[src/pwl_pkg.sv]
// shared types and constants for the breakpoint table interpolator
// no dependencies; imported by every module of the block except pwl_ram
package pwl_pkg;

  localparam int DataW   = 32;
  localparam int CountW  = 5;
  localparam int TolW    = 16;
  localparam int CfgIdxW = 1;
  localparam int CfgW    = 16;

  // request command codes
  localparam logic CMD_WRITE = 1'b0;
  localparam logic CMD_QUERY = 1'b1;

  // configuration register indexes
  localparam logic [CfgIdxW-1:0] CFG_POINT_COUNT = 1'b0;
  localparam logic [CfgIdxW-1:0] CFG_MATCH_TOL   = 1'b1;

  typedef enum logic [2:0] {
    RS_WRITE    = 3'd0,
    RS_MATCH    = 3'd1,
    RS_INTERP   = 3'd2,
    RS_SAT      = 3'd3,
    RS_NONMONO  = 3'd4
  } res_status_t;

  typedef enum logic [2:0] {
    LS_ZERO,
    LS_MATCH,
    LS_FIRST,
    LS_LAST,
    LS_INTERP
  } lsel_t;

  typedef enum logic [3:0] {
    S_IDLE,
    S_WRITE,
    S_SCAN,
    S_DRAIN,
    S_DECIDE,
    S_PREP,
    S_MUL,
    S_DIV,
    S_WAIT
  } state_t;

  typedef struct packed {
    logic        take;
    logic        wr;
    logic        scan_clr;
    logic        scan_rd;
    logic        prep;
    logic        mul;
    logic        div_start;
    logic        emit;
    lsel_t       lsel;
    res_status_t code;
  } dp_cmd_t;

  typedef struct packed {
    logic scan_last;
    logic nonmono;
    logic match;
    logic below;
    logic above;
    logic brk;
    logic div_done;
  } dp_stat_t;

endpackage

[src/pwl_ram.sv]
// generic single write port ram with registered read
// no dependencies
module pwl_ram #(
  parameter int WIDTH = 32,
  parameter int DEPTH = 16
) (
  input  logic                     clk,
  input  logic                     we,
  input  logic [$clog2(DEPTH)-1:0] waddr,
  input  logic [WIDTH-1:0]         wdata,
  input  logic [$clog2(DEPTH)-1:0] raddr,
  output logic [WIDTH-1:0]         rdata
);

  logic [WIDTH-1:0] mem [DEPTH];

  always_ff @(posedge clk) begin
    if (we) begin
      mem[waddr] <= wdata;
    end
    rdata <= mem[raddr];
  end

endmodule

[src/pwl_div.sv]
// restoring divider, one quotient bit per cycle, 64 by 32 bits
// depends on pwl_pkg; numerator high word must be below the divisor
module pwl_div import pwl_pkg::*; (
  input  logic             clk,
  input  logic             rst,
  input  logic             start,
  input  logic [DataW-1:0] num_hi,
  input  logic [DataW-1:0] num_lo,
  input  logic [DataW-1:0] den,
  output logic [DataW-1:0] quo,
  output logic             done
);

  localparam int StepW = $clog2(DataW);

  logic             active;
  logic [StepW-1:0] step_cnt;
  logic [DataW-1:0] rem;
  logic [DataW-1:0] qsh;
  logic [DataW+1:0] trial;
  logic             ge;

  assign trial = {1'b0, rem, qsh[DataW-1]} - {2'b00, den};
  assign ge    = ~trial[DataW+1];
  assign quo   = qsh;

  always_ff @(posedge clk) begin
    if (rst) begin
      active   <= 1'b0;
      done     <= 1'b0;
      step_cnt <= '0;
    end else begin
      done <= 1'b0;
      if (start) begin
        active   <= 1'b1;
        step_cnt <= '0;
      end else if (active) begin
        step_cnt <= step_cnt + 1'b1;
        if (step_cnt == StepW'(DataW - 1)) begin
          active <= 1'b0;
          done   <= 1'b1;
        end
      end
    end
  end

  // remainder stays below the divisor, so it fits one word
  always_ff @(posedge clk) begin
    if (start) begin
      rem <= num_hi;
      qsh <= num_lo;
    end else if (active) begin
      rem <= ge ? trial[DataW-1:0] : {rem[DataW-2:0], qsh[DataW-1]};
      qsh <= {qsh[DataW-2:0], ge};
    end
  end

endmodule

[src/pwl_ctrl.sv]
// controller state machine: sequences write, table scan, decision, multiply and divide
// depends on pwl_pkg; drives the datapath through dp_cmd_t, reads dp_stat_t
module pwl_ctrl import pwl_pkg::*; (
  input  logic     clk,
  input  logic     rst,
  input  logic     start,
  input  logic     cmd,
  output logic     busy,
  output dp_cmd_t  ctl,
  input  dp_stat_t sts
);

  state_t state, state_next;

  always_ff @(posedge clk) begin
    if (rst) begin
      state <= S_IDLE;
    end else begin
      state <= state_next;
    end
  end

  assign busy = (state != S_IDLE);

  always_comb begin
    ctl        = '0;
    state_next = state;
    unique case (state)
      S_IDLE: begin
        if (start) begin
          ctl.take     = 1'b1;
          ctl.scan_clr = 1'b1;
          state_next   = (cmd == CMD_WRITE) ? S_WRITE : S_SCAN;
        end
      end
      S_WRITE: begin
        ctl.wr     = 1'b1;
        ctl.emit   = 1'b1;
        ctl.lsel   = LS_ZERO;
        ctl.code   = RS_WRITE;
        state_next = S_IDLE;
      end
      S_SCAN: begin
        ctl.scan_rd = 1'b1;
        if (sts.scan_last) begin
          state_next = S_DRAIN;
        end
      end
      S_DRAIN: begin
        state_next = S_DECIDE;
      end
      S_DECIDE: begin
        priority if (sts.nonmono) begin
          ctl.emit   = 1'b1;
          ctl.lsel   = LS_ZERO;
          ctl.code   = RS_NONMONO;
          state_next = S_IDLE;
        end else if (sts.match) begin
          ctl.emit   = 1'b1;
          ctl.lsel   = LS_MATCH;
          ctl.code   = RS_MATCH;
          state_next = S_IDLE;
        end else if (sts.below) begin
          ctl.emit   = 1'b1;
          ctl.lsel   = LS_FIRST;
          ctl.code   = RS_SAT;
          state_next = S_IDLE;
        end else if (sts.above || !sts.brk) begin
          ctl.emit   = 1'b1;
          ctl.lsel   = LS_LAST;
          ctl.code   = RS_SAT;
          state_next = S_IDLE;
        end else begin
          state_next = S_PREP;
        end
      end
      S_PREP: begin
        ctl.prep   = 1'b1;
        state_next = S_MUL;
      end
      S_MUL: begin
        ctl.mul    = 1'b1;
        state_next = S_DIV;
      end
      S_DIV: begin
        ctl.div_start = 1'b1;
        state_next    = S_WAIT;
      end
      S_WAIT: begin
        if (sts.div_done) begin
          ctl.emit   = 1'b1;
          ctl.lsel   = LS_INTERP;
          ctl.code   = RS_INTERP;
          state_next = S_IDLE;
        end
      end
      default: begin
        state_next = S_IDLE;
      end
    endcase
  end

endmodule

[src/pwl_dp.sv]
// datapath: config registers, time and load tables, scan logic, multiply,
// divider and result register; depends on pwl_pkg, pwl_ram, pwl_div
module pwl_dp import pwl_pkg::*; #(
  parameter int MAX_POINTS = 16
) (
  input  logic                     clk,
  input  logic                     rst,
  input  dp_cmd_t                  ctl,
  output dp_stat_t                 sts,
  input  logic [3:0]               entry_index,
  input  logic [DataW-1:0]         entry_time,
  input  logic signed [DataW-1:0]  entry_load,
  input  logic [DataW-1:0]         query_time,
  input  logic                     cfg_valid,
  input  logic [CfgIdxW-1:0]       cfg_index,
  input  logic [CfgW-1:0]          cfg_data,
  output logic                     result_strobe,
  output logic signed [DataW-1:0]  load_value,
  output logic [2:0]               status
);

  localparam int IdxW = $clog2(MAX_POINTS);

  logic [CountW-1:0] point_count;
  logic [TolW-1:0]   match_tol;

  logic [3:0]       idx_q;
  logic [DataW-1:0] etime_q;
  logic [DataW-1:0] eload_q;
  logic [DataW-1:0] q_t;

  logic [31:0]      pc_ext;
  logic [31:0]      n_eff;
  logic [31:0]      n_last_w;
  logic [IdxW-1:0]  n_last;
  logic             wr_ok;

  logic [IdxW-1:0]  rd_addr;
  logic             rd_pend;
  logic [IdxW-1:0]  proc_idx;
  logic [DataW-1:0] t_rd;
  logic [DataW-1:0] l_rd;

  logic [DataW-1:0] prev_t, prev_l;
  logic [DataW-1:0] t_first, l_first, t_last, l_last;
  logic [DataW-1:0] match_l;
  logic [DataW-1:0] bt0, bl0, bt1, bl1;
  logic             nonmono, match_f, brk;

  logic [DataW-1:0] diff;
  logic             hit;
  logic             bhit;

  logic [DataW:0]     dl;
  logic [DataW:0]     dl_neg;
  logic               neg_q;
  logic [DataW-1:0]   mag_q, dq_q, dt_q;
  logic [2*DataW-1:0] prod;
  logic [DataW-1:0]   quo;
  logic               div_done;
  logic [DataW-1:0]   interp;

  // configuration registers
  always_ff @(posedge clk) begin
    if (rst) begin
      point_count <= CountW'(2);
      match_tol   <= TolW'(1);
    end else if (cfg_valid) begin
      unique case (cfg_index)
        CFG_POINT_COUNT: point_count <= cfg_data[CountW-1:0];
        CFG_MATCH_TOL:   match_tol   <= cfg_data[TolW-1:0];
        default: ;
      endcase
    end
  end

  // request fields
  always_ff @(posedge clk) begin
    if (ctl.take) begin
      idx_q   <= entry_index;
      etime_q <= entry_time;
      eload_q <= entry_load;
      q_t     <= query_time;
    end
  end

  // used entry count clamped to two .. MAX_POINTS
  always_comb begin
    pc_ext = 32'(point_count);
    priority if (pc_ext < 32'd2) begin
      n_eff = 32'd2;
    end else if (pc_ext > 32'(MAX_POINTS)) begin
      n_eff = 32'(MAX_POINTS);
    end else begin
      n_eff = pc_ext;
    end
    n_last_w = n_eff - 32'd1;
    n_last   = n_last_w[IdxW-1:0];
  end

  assign wr_ok = (32'(idx_q) < 32'(MAX_POINTS));

  pwl_ram #(.WIDTH(DataW), .DEPTH(MAX_POINTS)) u_time_ram (
    .clk   (clk),
    .we    (ctl.wr & wr_ok),
    .waddr (IdxW'(idx_q)),
    .wdata (etime_q),
    .raddr (rd_addr),
    .rdata (t_rd)
  );

  pwl_ram #(.WIDTH(DataW), .DEPTH(MAX_POINTS)) u_load_ram (
    .clk   (clk),
    .we    (ctl.wr & wr_ok),
    .waddr (IdxW'(idx_q)),
    .wdata (eload_q),
    .raddr (rd_addr),
    .rdata (l_rd)
  );

  // per-entry checks on the word that just came out of the tables
  assign diff = (q_t >= t_rd) ? (q_t - t_rd) : (t_rd - q_t);
  assign hit  = (diff <= 32'(match_tol));
  assign bhit = (proc_idx != '0) && (prev_t < q_t) && (q_t < t_rd);

  always_ff @(posedge clk) begin
    if (rst) begin
      rd_addr <= '0;
      rd_pend <= 1'b0;
      nonmono <= 1'b0;
      match_f <= 1'b0;
      brk     <= 1'b0;
    end else begin
      rd_pend <= ctl.scan_rd;
      if (ctl.scan_clr) begin
        rd_addr <= '0;
        nonmono <= 1'b0;
        match_f <= 1'b0;
        brk     <= 1'b0;
      end else begin
        if (ctl.scan_rd) begin
          rd_addr <= rd_addr + 1'b1;
        end
        if (rd_pend) begin
          if (proc_idx != '0 && prev_t > t_rd) begin
            nonmono <= 1'b1;
          end
          if (hit) begin
            match_f <= 1'b1;
          end
          if (bhit) begin
            brk <= 1'b1;
          end
        end
      end
    end
  end

  always_ff @(posedge clk) begin
    if (ctl.scan_rd) begin
      proc_idx <= rd_addr;
    end
    if (rd_pend) begin
      prev_t <= t_rd;
      prev_l <= l_rd;
      if (proc_idx == '0) begin
        t_first <= t_rd;
        l_first <= l_rd;
      end
      if (proc_idx == n_last) begin
        t_last <= t_rd;
        l_last <= l_rd;
      end
      // keep only the first matching and first bracketing entries
      if (hit && !match_f) begin
        match_l <= l_rd;
      end
      if (bhit && !brk) begin
        bt0 <= prev_t;
        bl0 <= prev_l;
        bt1 <= t_rd;
        bl1 <= l_rd;
      end
    end
  end

  // interpolation operands
  assign dl     = {bl1[DataW-1], bl1} - {bl0[DataW-1], bl0};
  assign dl_neg = (DataW+1)'(0) - dl;

  always_ff @(posedge clk) begin
    if (ctl.prep) begin
      neg_q <= dl[DataW];
      mag_q <= dl[DataW] ? dl_neg[DataW-1:0] : dl[DataW-1:0];
      dq_q  <= q_t - bt0;
      dt_q  <= bt1 - bt0;
    end
    if (ctl.mul) begin
      prod <= {{DataW{1'b0}}, mag_q} * {{DataW{1'b0}}, dq_q};
    end
  end

  pwl_div u_div (
    .clk    (clk),
    .rst    (rst),
    .start  (ctl.div_start),
    .num_hi (prod[2*DataW-1:DataW]),
    .num_lo (prod[DataW-1:0]),
    .den    (dt_q),
    .quo    (quo),
    .done   (div_done)
  );

  assign interp = neg_q ? (bl0 - quo) : (bl0 + quo);

  // result register
  always_ff @(posedge clk) begin
    if (rst) begin
      result_strobe <= 1'b0;
    end else begin
      result_strobe <= ctl.emit;
    end
  end

  always_ff @(posedge clk) begin
    if (ctl.emit) begin
      status <= ctl.code;
      unique case (ctl.lsel)
        LS_ZERO:   load_value <= '0;
        LS_MATCH:  load_value <= $signed(match_l);
        LS_FIRST:  load_value <= $signed(l_first);
        LS_LAST:   load_value <= $signed(l_last);
        LS_INTERP: load_value <= $signed(interp);
        default:   load_value <= '0;
      endcase
    end
  end

  always_comb begin
    sts.scan_last = (rd_addr == n_last);
    sts.nonmono   = nonmono;
    sts.match     = match_f;
    sts.below     = (q_t < t_first);
    sts.above     = (q_t > t_last);
    sts.brk       = brk;
    sts.div_done  = div_done;
  end

endmodule

[src/piecewise_linear_table_interp_core.sv]
// breakpoint table interpolator, top level: controller plus datapath
// write request: result strobe comes as busy goes low again
// query over n used entries: one table read per cycle, then the decision;
// interpolated results add the 32-step divider
// one request at a time; results cannot be stalled
// synchronous reset clears control and config; table contents stay undefined
module piecewise_linear_table_interp_core import pwl_pkg::*; #(
  parameter int MAX_POINTS = 16
) (
  input  logic                     clk,
  input  logic                     rst,
  input  logic                     start,
  output logic                     busy,
  input  logic                     cmd,
  input  logic [3:0]               entry_index,
  input  logic [DataW-1:0]         entry_time,
  input  logic signed [DataW-1:0]  entry_load,
  input  logic [DataW-1:0]         query_time,
  input  logic                     cfg_valid,
  output logic                     cfg_ready,
  input  logic [CfgIdxW-1:0]       cfg_index,
  input  logic [CfgW-1:0]          cfg_data,
  output logic                     result_strobe,
  output logic signed [DataW-1:0]  load_value,
  output logic [2:0]               status
);

  dp_cmd_t  ctl;
  dp_stat_t sts;

  assign cfg_ready = 1'b1;

  pwl_ctrl u_ctrl (
    .clk   (clk),
    .rst   (rst),
    .start (start),
    .cmd   (cmd),
    .busy  (busy),
    .ctl   (ctl),
    .sts   (sts)
  );

  pwl_dp #(.MAX_POINTS(MAX_POINTS)) u_dp (
    .clk           (clk),
    .rst           (rst),
    .ctl           (ctl),
    .sts           (sts),
    .entry_index   (entry_index),
    .entry_time    (entry_time),
    .entry_load    (entry_load),
    .query_time    (query_time),
    .cfg_valid     (cfg_valid & cfg_ready),
    .cfg_index     (cfg_index),
    .cfg_data      (cfg_data),
    .result_strobe (result_strobe),
    .load_value    (load_value),
    .status        (status)
  );

  a_accept_busy: assert property (@(posedge clk) disable iff (rst)
    (start && !busy) |=> busy)
    else $error("accepted request did not make the block busy");

  a_single_strobe: assert property (@(posedge clk) disable iff (rst)
    result_strobe |=> !result_strobe)
    else $error("result strobe held for two cycles");

  a_done_with_result: assert property (@(posedge clk) disable iff (rst)
    ($fell(busy) && !$past(rst)) |-> result_strobe)
    else $error("block went idle without a result");

  a_interp_after_div: assert property (@(posedge clk) disable iff (rst)
    (ctl.emit && ctl.lsel == LS_INTERP) |-> sts.div_done)
    else $error("interpolated result emitted before the divide finished");

endmodule

[config.mk]
export PLATFORM = sky130hd
export DESIGN_NAME = piecewise_linear_table_interp_core
export DESIGN_NICKNAME = d
export VERILOG_FILES = /design/src/pwl_pkg.sv /design/src/pwl_ram.sv /design/src/pwl_div.sv /design/src/pwl_ctrl.sv /design/src/pwl_dp.sv /design/src/piecewise_linear_table_interp_core.sv
export SDC_FILE = /design/constraint.sdc
export NUM_CORES = 2
export LEC_CHECK = 0
export CORE_AREA = 2 2 461 463
export CTS_CLUSTER_DIAMETER = 50
export DETAILED_ROUTE_END_ITERATION = 8
export DIE_AREA = 0 0 463 465
export DONT_BUFFER_PORTS = 1
export PLACE_DENSITY = 0.68
export SLEW_MARGIN = 20
export SYNTH_ARGS = -nofsm -noshare
export SYNTH_HDL_FRONTEND = slang
export SYNTH_HIERARCHICAL = 1
export SYNTH_SLANG_ARGS = --single-unit
export TNS_END_PERCENT = 5
[constraint.sdc]
create_clock -name clk -period 18.46 [get_ports clk]
set_input_delay 1.846 -clock clk [delete_from_list [all_inputs] [get_ports clk]]
set_output_delay 1.846 -clock clk [all_outputs]
set_load 0.02 [all_outputs]
==> reports/metrics.yaml <==
outcome: "complete, no violations"
path_cells: "and2_1 -> fa_1 -> fa_1 -> fa_1 -> inv_1 -> fa_1 -> inv_1 -> fa_1 -> ha_1 -> fa_1 -> fa_1 -> ha_1 -> nand4_1 -> or2_2 -> a211oi_1 -> o41ai_1 -> o41ai_1 -> a21oi_1 -> o21a_1 -> nor2_1 -> a211oi_1 -> o21ai_0 -> xnor2_1"
hold-path-endpoint: "u_dp/bl0[28]"
synth.cells.most_frequent: "1740 x edfxtp_1, 1193 x inv_1, 903 x fa_1"
portBuffers: 0
timing.critical_path.mode_cell: "fa_1"
cts-buffers-inserted: 191
first_pass_iters: 6
crit_path_max_fanout: 32
cts_root_buffer: "clkbuf_16"
min_period_over_period_pct: 49.19
worst_ep_arrival_time_ps: 9640
syn2layout_area_growth_pct: 8.446
cts_hold_fix_bufs: 0
reg2regPathDepth: 23
route.antenna.remaining_nets: 0
crit_slowest_cell: "edfxtp_1"
num-fill-cells: 16380
cts_setup_buffers: 0
synth-adder-area-share_pct: 22.60
detailedPlacementHpwl_mm: 195.6
synth-main-ff-cell: "edfxtp_1"
timing.critical_path.slowest_cell_delay_ps: 1050
regs_by_ff_count: "u_dp/u_load_ram/mem x512, u_dp/u_time_ram/mem x512, u_dp/prod x64"
core_area_um2: 210800
report.final.setup_viol: 0
final_design_utilization_pct: 59.11
cts_buffer_depth: 3
max_freq_ghz: 0.1101
final_hold_slack_ps: 414.4
worstPathRequired_ps: 19020
overflow: 0
finalWirelength_mm: 278.2
tritoncts: "done"
finClkSkew_ps: 54.44
regToRegEndpoint: "u_dp/prod[49]"
synth_xor_xnor_area_share_pct: 2.203
drc_errors: 0
chipHeight_um: 465
sequential_cell_area_um2: 54360
pin_count: 160
rsz0062_at_grt: "no"
hold_path_class: "reg -> reg"
synth_cell_type_count: 95
post_synth.cell_area_avg_um2: 12.90
path_clk_slew_ps: 60
antenna_violations_before_repair: 19
die_area_um2: 215300
worst_ir_drop_vdd_v: 0.0004000
critical_path.startpoint_type: "flop"
final_sum_of_negative_setup_slack_ps: 0
synth_simple_gate_area_share_pct: 9.242
postSynthCellCount: 8907
max_slew_margin_pct: 23.25
floorplan.initialDensity_pct: 54.51
clock_latency_of_the_later_clocked_register_in_the_worst_skew_pair_ps: 840
dieWidth_um: 463
synth_most_common_cell: "edfxtp_1"
synth.ff_latch_count: 1845
drt_first_iter_violations: 5670
layout.nets: 10490
holdCritStartpoint: "u_dp/prev_l[28]"
yosys.area.top_type_share_pct: 45.47
grt_pass1_wl_mm: 432.8
synth-seq-area-share_pct: 47.30
grt_start_max_net_pins: 93
hold_depth: 0
drive_above_1_share_pct: 9.577
core.rowCount: 169
count_of_pins_over_their_slew_limit: 0
timing.reg2reg.setup_slack_ps: 9380
synth.mux.area_fraction_pct: 5.907
design_power_total_mw: 20.18
ctsResizeCount: 0
cts-htree-levels: 4
routabilityCongestion: 0.9452
worstMarginPinSlew_ps: 1139
first_global_vias: 72790
synth_largest_area_cell: "edfxtp_1"
syn-cell-area_um2: 114900
fraction_of_the_mapped_netlist_area_in_compound_gates_pct: 7.376
multi_input_comb_area_um2: 54720
final-hold-violation-count: 0
static_leakage_nw: 48.96
max_cap_violations: 0
wire_per_inst_um: 23.51
yosys-top-cells-area: "edfxtp_1 45%, fa_1 16%, ha_1 6.9%"
synth_top_family_by_area: "adder cells"
grtUsageTotal_pct: 26.16
number_of_nets_produced_by_synthesis: 10560
path_class: "reg -> reg"
synth-edff-count: 1740
period_minus_slack_ps: 9080
worst_setup_path_end_kind: "flop"
power-per-cell-area_nw_per_um2: 162.0
asyncSetResetFlopFracSynth_pct: 0
yosysWarnings: 6
via_per_inst: 5.849
routed-via-count: 69200
worstReg2RegStart: "u_dp/dq_q[7]"
cts_num_sinks: 1845
## worst max path at each step
stage / startpoint / to / slack [ps] / depth (start not counted)
6_report: u_dp/dq_q[7] / u_dp/prod[49] / 9380 / 23
2_1_floorplan: u_dp/q_t[0] / u_dp/match_l[0] / 9490 / 27
3_5_place_dp: u_dp/mag_q[12] / u_dp/prod[60] / 9360 / 25
3_3_place_gp: u_dp/mag_q[12] / u_dp/prod[60] / 9400 / 25
5_1_grt: u_dp/dq_q[5] / u_dp/prod[60] / 9030 / 25
4_1_cts: u_dp/mag_q[12] / u_dp/prod[60] / 9310 / 25
## cell type report
type,instances,share of cell area (%)
diodes,9,0.01807
clock buffers,230,4.001
clock inverters,129,1.177
inverters,1193,3.593
multi-input cells,5469,43.91
flip-flops and latches,1845,43.62
well taps,2821,2.832
repair buffers,135,0.8434
## per-layer routing
layer	global-route usage [%]	vias up	routed length [um]	share of wire (%)
met5	0	-	91	0.033
met4	9.314	14	10440	3.8
li1	-	30930	-	-
met3	3.375	428	16690	6.0
met1	35.15	35500	113900	41
met2	44.06	2331	137100	49
## where the power goes
group          internal, mW  switching, mW  leakage (nW)
Combinational          3.99           6.53          29.2
Clock                  2.23           1.66          3.15
Sequential             5.42          0.347          16.6
## worst max-delay path: cells and delay by family (launching register included)
family          cells  cell delay, ps
fa+ha+maj           9            4050
compound gates      7            2520
flops               1            1050
simple gates        4             950
buf+inv             2             100
xor+xnor            1              90
## kinds of logic after synthesis
group	count (synthesis)
simple gates	2052
flops	1845
buf+inv	1593
fa+ha+maj	1534
compound gates	1242
mux	351
xor+xnor	289
other cells	1
## cell usage in the layout, fill, tap and decap left out, drive strengths merged, types with 105 or more instances in the layout
master and count:
dfxtp 105, ha 631, o21ai 150, buf 135
a21oi 316, edfxtp 1740, a21o 184, nor2 236
and2 632, nand2 673, xnor2 187, fa 903
mux4 256, inv 1215, a22oi 159, clkbuf 230
## metrics by stage
stage / setup WS (ps) / instances / cell area, um2
floorplan: 9490 / 8907 / 114900
global placement: 9395 / 11460 / 118100
detailed placement: 9359 / 11460 / 118100
CTS: 9305 / 11820 / 124500
global route: 9032 / 11820 / 124600
finish: 9380 / 11830 / 124600
(Power assumes the default switching activity.)
